==> config.mk <==
export PLATFORM = sky130hd
export DESIGN_NAME = timed_event_table_with_fifo
export DESIGN_NICKNAME = d
export VERILOG_FILES = /design/src/hw/rtl/tetf_pkg.sv /design/src/hw/rtl/timed_event_table_with_fifo.sv /design/src/hw/rtl/tetf_mod.sv
export SDC_FILE = /design/constraint.sdc
export NUM_CORES = 2
export LEC_CHECK = 0
export BUFFER_PORTS_ARGS = -buffer_cell sky130_fd_sc_hd__buf_2
export CAP_MARGIN = 10
export CORE_UTILIZATION = 57
export CTS_CLUSTER_SIZE = 25
export DETAILED_ROUTE_END_ITERATION = 12
export GPL_TIMING_DRIVEN = 0
export PLACE_DENSITY = 0.79
export SETUP_SLACK_MARGIN = 0.2
export SLEW_MARGIN = 20
export SYNTH_ARGS = -nofsm -noshare
export SYNTH_HDL_FRONTEND = slang
export SYNTH_SLANG_ARGS = --single-unit
==> constraint.sdc <==
create_clock -name clk -period 6.4 [get_ports clk]
set_clock_uncertainty 0.05 [all_clocks]
set_input_delay 1.28 -clock clk [delete_from_list [all_inputs] [get_ports clk]]
set_output_delay 1.28 -clock clk [all_outputs]
set_load 0.01 [all_outputs]
==> src/hw/rtl/tetf_pkg.sv <==
// ----------------------------------------------------------------------------
// tetf_pkg
// Shared types and codes for the timed event table with event FIFO.
// ----------------------------------------------------------------------------
`default_nettype none

package tetf_pkg;

  localparam int FIELD_W = 16;

  // mode codes carried in s_tuser
  localparam logic [1:0] MODE_PUSH  = 2'd0;
  localparam logic [1:0] MODE_POP   = 2'd1;
  localparam logic [1:0] MODE_TIMED = 2'd2;
  localparam logic [1:0] MODE_TICK  = 2'd3;

  typedef struct packed {
    logic [FIELD_W-1:0] id;
    logic [FIELD_W-1:0] data;
    logic [FIELD_W-1:0] countdown;
  } slot_t;

  typedef struct packed {
    logic [FIELD_W-1:0] id;
    logic [FIELD_W-1:0] data;
  } event_t;

endpackage

`default_nettype wire

==> src/hw/rtl/timed_event_table_with_fifo.sv <==
// ----------------------------------------------------------------------------
// timed_event_table_with_fifo
// Event FIFO plus a table of countdown timers that feed it.
// ----------------------------------------------------------------------------
// Usage:
//   Input items arrive on s_*: s_tuser holds the mode (push, pop, timed push,
//   tick), s_tdata the event id, event data and wait count. Every item gives
//   exactly one result item on m_*: accepted flag, FIFO count, front entry
//   and the number of timers moved by a tick.
//   Items are handled one at a time; s_tready is high only while idle.
//   Steps from accept to result: push and pop update the FIFO, then the
//   front entry is read and the result loads; a timed push first waits for
//   the slot index remainder unit and writes the slot; a tick walks all
//   TIMER_SLOTS slots (one slot read-modify-write per cycle, slot memory
//   read pipelined one slot ahead) before the front is read.
//   With no stall the block returns to idle, ready for the next item, as the result loads.
//   The FIFO store and the timer table are synchronous memories with a
//   registered read; the front entry is reread after each item.
//   A stalled result sits in the output register; the block stays in its
//   output state and takes no new item until the register frees up.
//   Reset clears pointers, count, control and the timer valid bits; an
//   invalid timer slot reads as all zero. No clearing pass is needed.
// ----------------------------------------------------------------------------
`default_nettype none

module timed_event_table_with_fifo
  import tetf_pkg::*;
#(
  parameter int FIFO_DEPTH  = 64,
  parameter int TIMER_SLOTS = 32
) (
  input  wire logic        clk,
  input  wire logic        rst,
  input  wire logic        s_tvalid,
  output logic             s_tready,
  // [15:0] event_id, [31:16] event_data, [47:32] wait_ticks
  input  wire logic [47:0] s_tdata,
  // [1:0] mode
  input  wire logic [1:0]  s_tuser,
  output logic             m_tvalid,
  input  wire logic        m_tready,
  // [0] accepted, [7:1] fifo_count, [8] front_valid, [24:9] front_id,
  // [40:25] front_data, [46:41] moved_count, [47] zero
  output logic [47:0]      m_tdata
);

  localparam int FW  = $clog2(FIFO_DEPTH);
  localparam int OCW = $clog2(FIFO_DEPTH + 1);
  localparam int SW  = $clog2(TIMER_SLOTS);
  localparam int CW  = $clog2(TIMER_SLOTS + 1);

  localparam logic [2:0] S_IDLE  = 3'd0;
  localparam logic [2:0] S_MOD   = 3'd1;
  localparam logic [2:0] S_TICK  = 3'd2;
  localparam logic [2:0] S_FRONT = 3'd3;
  localparam logic [2:0] S_OUT   = 3'd4;

  logic [2:0] state, state_next;

  // FIFO control
  logic [FW-1:0]  head, tail;
  logic [OCW-1:0] occ;
  logic           fifo_full;

  // memories
  event_t fifo_mem [FIFO_DEPTH];
  event_t fifo_q;
  logic   fifo_we;
  event_t fifo_wdata;

  slot_t  slot_mem [TIMER_SLOTS];
  logic [TIMER_SLOTS-1:0] slot_valid;
  slot_t  slot_q;
  logic   slot_vq;
  logic   slot_we;
  logic [SW-1:0] slot_waddr;
  slot_t  slot_wdata;
  logic [SW-1:0] slot_raddr;

  // item payload
  logic [FIELD_W-1:0] ev_id, ev_data, ev_wait;
  logic               acc;
  logic [CW-1:0]      moved;

  // tick walk
  logic [CW-1:0] rd_idx;
  logic [SW-1:0] wr_idx;
  logic          pend;

  // index unit
  logic          mod_start, mod_done;
  logic [SW-1:0] mod_rem;

  logic          in_fire;
  slot_t         slot_eff;
  logic [FIELD_W-1:0] cd_dec;
  logic          fire_slot;
  logic [FIELD_W-1:0] idx_sum;

  assign s_tready  = (state == S_IDLE);
  assign in_fire   = s_tvalid && s_tready;
  assign fifo_full = (occ >= OCW'(FIFO_DEPTH));
  assign idx_sum   = s_tdata[15:0] + s_tdata[31:16];
  assign mod_start = in_fire && (s_tuser == MODE_TIMED);

  tetf_mod #(.DIVISOR(TIMER_SLOTS)) u_mod (
    .clk     (clk),
    .rst     (rst),
    .start   (mod_start),
    .value   (idx_sum),
    .done    (mod_done),
    .rem_out (mod_rem)
  );

  // memories
  assign slot_raddr = rd_idx[SW-1:0];

  always_ff @(posedge clk) begin
    if (fifo_we) begin
      fifo_mem[tail] <= fifo_wdata;
    end
    fifo_q <= fifo_mem[head];
  end

  always_ff @(posedge clk) begin
    if (slot_we) begin
      slot_mem[slot_waddr] <= slot_wdata;
    end
    slot_q  <= slot_mem[slot_raddr];
    slot_vq <= slot_valid[slot_raddr];
  end

  always_ff @(posedge clk) begin
    if (rst) begin
      slot_valid <= '0;
    end else if (slot_we) begin
      slot_valid[slot_waddr] <= 1'b1;
    end
  end

  // tick slot update
  assign slot_eff  = slot_vq ? slot_q : '0;
  assign cd_dec    = slot_eff.countdown - FIELD_W'(1);
  assign fire_slot = (cd_dec == '0) && (slot_eff.id != '0);

  always_comb begin
    state_next = state;
    fifo_we    = 1'b0;
    fifo_wdata = '{id: ev_id, data: ev_data};
    slot_we    = 1'b0;
    slot_waddr = wr_idx;
    slot_wdata = '{id: ev_id, data: ev_data, countdown: ev_wait};
    case (state)
      S_IDLE: begin
        if (in_fire) begin
          case (s_tuser)
            MODE_PUSH: begin
              fifo_we    = !fifo_full;
              fifo_wdata = '{id: s_tdata[15:0], data: s_tdata[31:16]};
              state_next = S_FRONT;
            end
            MODE_POP:   state_next = S_FRONT;
            MODE_TIMED: state_next = S_MOD;
            default:    state_next = S_TICK;
          endcase
        end
      end
      S_MOD: begin
        if (mod_done) begin
          slot_we    = 1'b1;
          slot_waddr = mod_rem;
          state_next = S_FRONT;
        end
      end
      S_TICK: begin
        if (pend) begin
          slot_we = 1'b1;
          if (fire_slot && !fifo_full) begin
            fifo_we    = 1'b1;
            fifo_wdata = '{id: slot_eff.id, data: slot_eff.data};
            slot_wdata = '0;
          end else if (fire_slot) begin
            slot_wdata = '{id: slot_eff.id, data: slot_eff.data, countdown: FIELD_W'(1)};
          end else begin
            slot_wdata = '{id: slot_eff.id, data: slot_eff.data, countdown: cd_dec};
          end
          if (rd_idx == CW'(TIMER_SLOTS)) begin
            state_next = S_FRONT;
          end
        end
      end
      S_FRONT: state_next = S_OUT;
      S_OUT: begin
        if (!m_tvalid || m_tready) begin
          state_next = S_IDLE;
        end
      end
      default: state_next = S_IDLE;
    endcase
  end

  always_ff @(posedge clk) begin
    if (rst) begin
      state <= S_IDLE;
      head  <= '0;
      tail  <= '0;
      occ   <= '0;
    end else begin
      state <= state_next;
      if (fifo_we) begin
        tail <= (tail == FW'(FIFO_DEPTH - 1)) ? '0 : tail + FW'(1);
      end
      if (in_fire && s_tuser == MODE_POP && occ != '0) begin
        head <= (head == FW'(FIFO_DEPTH - 1)) ? '0 : head + FW'(1);
        occ  <= occ - OCW'(1);
      end else if (fifo_we) begin
        occ <= occ + OCW'(1);
      end
    end
  end

  // payload and tick walk registers
  always_ff @(posedge clk) begin
    if (in_fire) begin
      ev_id   <= s_tdata[15:0];
      ev_data <= s_tdata[31:16];
      ev_wait <= s_tdata[47:32];
      moved   <= '0;
      rd_idx  <= '0;
      pend    <= 1'b0;
      case (s_tuser)
        MODE_PUSH: acc <= !fifo_full;
        MODE_POP:  acc <= (occ != '0);
        default:   acc <= 1'b1;
      endcase
    end else if (state == S_TICK) begin
      if (rd_idx < CW'(TIMER_SLOTS)) begin
        rd_idx <= rd_idx + CW'(1);
        wr_idx <= rd_idx[SW-1:0];
        pend   <= 1'b1;
      end else begin
        pend <= 1'b0;
      end
      if (pend && fire_slot && !fifo_full) begin
        moved <= moved + CW'(1);
      end
    end
  end

  // result register
  logic [OCW+7:0] occ_w;
  logic [CW+7:0]  moved_w;
  logic [6:0]     cnt_sat;
  logic [5:0]     moved_sat;
  event_t         front;

  assign occ_w     = (OCW+8)'(occ);
  assign moved_w   = (CW+8)'(moved);
  assign cnt_sat   = (occ_w > (OCW+8)'(127)) ? 7'd127 : occ_w[6:0];
  assign moved_sat = (moved_w > (CW+8)'(63)) ? 6'd63 : moved_w[5:0];
  assign front     = (occ != '0) ? fifo_q : '0;

  always_ff @(posedge clk) begin
    if (rst) begin
      m_tvalid <= 1'b0;
    end else if (state == S_OUT && (!m_tvalid || m_tready)) begin
      m_tvalid <= 1'b1;
    end else if (m_tready) begin
      m_tvalid <= 1'b0;
    end
  end

  always_ff @(posedge clk) begin
    if (state == S_OUT && (!m_tvalid || m_tready)) begin
      m_tdata <= {1'b0, moved_sat, front.data, front.id, (occ != '0), cnt_sat, acc};
    end
  end

endmodule

`default_nettype wire

==> src/hw/rtl/tetf_mod.sv <==
// ----------------------------------------------------------------------------
// tetf_mod
// Remainder of a 16-bit value by a constant for the timer slot index, by
// reciprocal multiplication and one correction step.
// ----------------------------------------------------------------------------
`default_nettype none

module tetf_mod
  import tetf_pkg::*;
#(
  parameter int DIVISOR = 32
) (
  input  wire logic                       clk,
  input  wire logic                       rst,
  input  wire logic                       start,
  input  wire logic [FIELD_W-1:0]         value,
  output logic                            done,
  output logic [$clog2(DIVISOR)-1:0]      rem_out
);

  localparam int RW    = $clog2(DIVISOR);
  localparam int RECIP = (1 << FIELD_W) / DIVISOR;

  logic [FIELD_W-1:0]   val;
  logic [2*FIELD_W-1:0] prod;
  logic [FIELD_W-1:0]   quo;
  logic [FIELD_W-1:0]   part;
  logic [FIELD_W-1:0]   rem;
  logic [FIELD_W-1:0]   rem_adj;
  logic                 run;

  // quotient estimate is low by at most one, so one compare and subtract fixes it
  assign quo     = prod[2*FIELD_W-1:FIELD_W];
  assign part    = FIELD_W'(32'(quo) * 32'(DIVISOR));
  assign rem_adj = (rem >= FIELD_W'(DIVISOR)) ? rem - FIELD_W'(DIVISOR) : rem;
  assign rem_out = rem_adj[RW-1:0];

  always_ff @(posedge clk) begin
    if (rst) begin
      run  <= 1'b0;
      done <= 1'b0;
    end else begin
      run  <= start;
      done <= run;
    end
  end

  always_ff @(posedge clk) begin
    if (start) begin
      val  <= value;
      prod <= (2*FIELD_W)'(value) * (2*FIELD_W)'(RECIP);
    end
    if (run) begin
      rem <= val - part;
    end
  end

endmodule

`default_nettype wire
==> metrics <==
Reg-to-Reg End=slot_mem[16][47]; WL per Instance=44.83 µm; Cell Area, Synth=146300 µm²; syn_nets=6275; Rel. slew slack=8.254%; final net count=7188; clock buffer depth=4; Starting Density=57.46%; worst hold slack=372.7 ps; row count=185; leading area contributor after synthesis=edfxtp_1; Worst Hold Class=register to register; Area growth, synth to finish=17.72%; RSZ-0062 raised after global routing=no; hold buffers post-CTS=0; port bufs=101; GPL Wtd Cong=0.8996; clock sink count=3846; Mapped Cells=6204; Die ar.=258700 µm²; global-route wire length before repair=646.8 mm; non-filler instance count after layout=10820; CTS tree=yes; Critical Path Source=slot_vq; placed cell areas=158700 µm²; Buf/Inv on CP=7; Synth top cells by count=3695 x edfxtp_1, 1162 x mux4_2, 264 x clkbuf_1; share of layout cells above drive strength 1=34.63%; period utilization=100.7%; critical path class=register to register; Detailed Routing Iterations Pass 1=7; Reg area=114000 µm²; final hold violation count=0; Yosys cell types=62; DRC viols=0; P_sw=17330 µW; Worst Slack Setup Final=-43.41 ps; DP HPWL=270.4 mm; num ports=104; ys async rst share=0%; design area=172200 µm²; Peak Freq=155.2 MHz; clock latency at the later pin of the worst-skew pair=1010 ps; largest net degree at the start of global routing=37; R2R Setup Slk=-40 ps; critical path capture point type=register; Gate power share=16.6%; worst vdd ir=0.0004105 V; HP Start=u_mod.val[3]; total grt overflow=0; Tmin final=6443 ps; vias in the first global route=80820; Max Slew Vio Count=0; EDFF count, synth=3695; placed cell count=10000; gr usage total=36.88%; chip width=508.6 µm; Crit Path Max Fanout=20; register share of total power=47.9%; Critical Path Most Common Cell=clkbuf_2; Max H-tree Level=5; Hold Path Depth=0; delay-heaviest family, CP=buffers and inverters; core area=254600 µm²; Worst-path clk slew=70 ps; PD cells=370.7 nW/µm²; Least-Margin Pin Slew=1376 ps; via/cell ratio=7.487; fillers=13850; most frequent cell after synthesis=edfxtp_1; register area share after synthesis=77.90%; CP max stage cell=clkdlybuf4s15_1; initial drt markers=15510; worst r2r path cells=15; DR vias=80990; Int Pwr=46520 µW; drt total wl=484.9 mm; initial antenna violation count=44; ys flop type=edfxtp_1; Final Setup Violations=24; footprint of the multi-input gates=32190 µm²; reg2reg start=slot_vq; CP max stage delay=930 ps; Hold EP=u_mod.rem[3]; Synth area leaders=edfxtp_1 76%, mux4_2 18%, dfxtp_1 2.1%; result of the run=complete, but fails checks; cts bufs inserted=382; flops & latches, synth=3846; Routed Antenna Nets=0; Worst Path Arrival=7100 ps; max-cap violation count=0; clk root buf=clkbuf_16; switching share of power=27.13%; crit-path cells=clkbuf_2, clkbuf_2, clkbuf_2, nand2_1, ha_1, clkbuf_2, buf_2, a2111o_1, nand3_1, nand3_1, or4b_1, o21ai_0, clkdlybuf4s15_1, o21ai_2, buf_6; synthesized area per cell=23.58 µm²; Synth top area share=75.84%; Synth Warn #=0; WP data required=7060 ps; failing checks=negative setup slack; Chip Height=508.6 µm; kind of start point of the critical path=register; leak pwr=0.05290 µW; Clk pwr share=35.5%
## layout make-up
class                      instances  share of cell area (%)
antenna                           32                 0.04649
buffer                           347                  0.8405
clock buffer                     498                   6.029
clock inverter                   188                   1.014
inverter                          18                 0.03923
multi-input combinational       1993                   18.69
sequential                      3846                   66.18
tap                             3366                   2.445
timing repair buffer             529                   4.717
## placed cells by master, fill, tap and decap left out, types with 19 or more instances in the layout
cell / instances
buf_1: 38
clkbuf_8: 24
clkbuf_1: 288
nor2_4: 95
diode_2: 32
o211ai_1: 24
dfxtp_1: 151
a21oi_1: 22
clkbuf_2: 85
mux4_2: 1162
buf_16: 141
edfxtp_1: 3695
nand2_1: 160
buf_12: 110
and2_1: 34
clkinv_2: 70
clkinv_1: 65
buf_2: 118
bufinv_16: 30
buf_6: 47
mux2_2: 57
o21ai_2: 36
clkbuf_16: 389
nor2_1: 131
buf_4: 127
xnor2_1: 19
## kinds of logic (layout without fill, tap and decap cells)
logic type	after synthesis	count (layout)	synth area share, %
AO/OA/AOI/OAI	167	167	0.6935
XOR/XNOR	34	34	0.2035
adder cells (fa/ha/maj)	17	17	0.1556
buffers and inverters	365	1580	0.9415
flip-flops	3846	3846	77.90
multiplexers	1233	1233	18.42
other	1	33	0.002563
AND/OR/NAND/NOR	541	541	1.681
## power by group through the flow
stage | Clock [µW] | Combinational [µW] | Sequential (µW)
after floorplan | 0 | 5030 | 31200
after global placement | 0 | 7890 | 31700
after detailed placement | 0 | 9680 | 31000
after CTS | 22300 | 10100 | 30500
after global routing | 23400 | 10600 | 30500
final | 22700 | 10600 | 30600
## per-layer routing
metal / wire (µm) / global-route usage [%]
met4: 50120 / 28.54
met1: 137500 / 41.64
met2: 230300 / 59.04
met5: 181 / 0.2963
met3: 66830 / 11.17
## metrics by stage
| stage | total power, µW | util, % | setup slack (ps) | TNS, ps |
|---|---|---|---|---|
| 3_3_place_gp | 39580 | 59.32 | -5877 | - |
| 3_5_place_dp | 40710 | 62.33 | -1214 | -1467150 |
| 4_1_cts | 62950 | 67.46 | 137.6 | 0 |
| 6_report | 63850 | 67.64 | -43.41 | -601.2 |
| 5_1_grt | 64560 | 67.62 | 200.8 | 0 |
| 2_1_floorplan | 36240 | - | 99.32 | 0 |
## timing repair
action                     in CTS  in global routing
pin swaps                      45                  9
setup buffers                  73                 23
gates resized for setup        17                  7
setup endpoints to repair    4398               1858
## sequential cells by signal (all words and copies together) (netlist names), 7 cells and up
name	flops
m_tdata	47
occ	7
slot_mem	1536
slot_valid	32
fifo_mem	2048
ev_data	16
fifo_q	32
ev_id	16
slot_q	48
ev_wait	16
## worst max path at each step
stage	to	slack, ps	cells past startpoint
2_1_floorplan	fifo_mem[0][16]	100	14
5_1_grt	fifo_mem[17][29]	200	18
4_1_cts	slot_mem[5][47]	140	15
3_3_place_gp	fifo_mem[26][16]	-5880	14
3_5_place_dp	fifo_mem[42][7]	-1210	20
6_report	slot_mem[16][47]	-40	15
(Power assumes the default switching activity.)
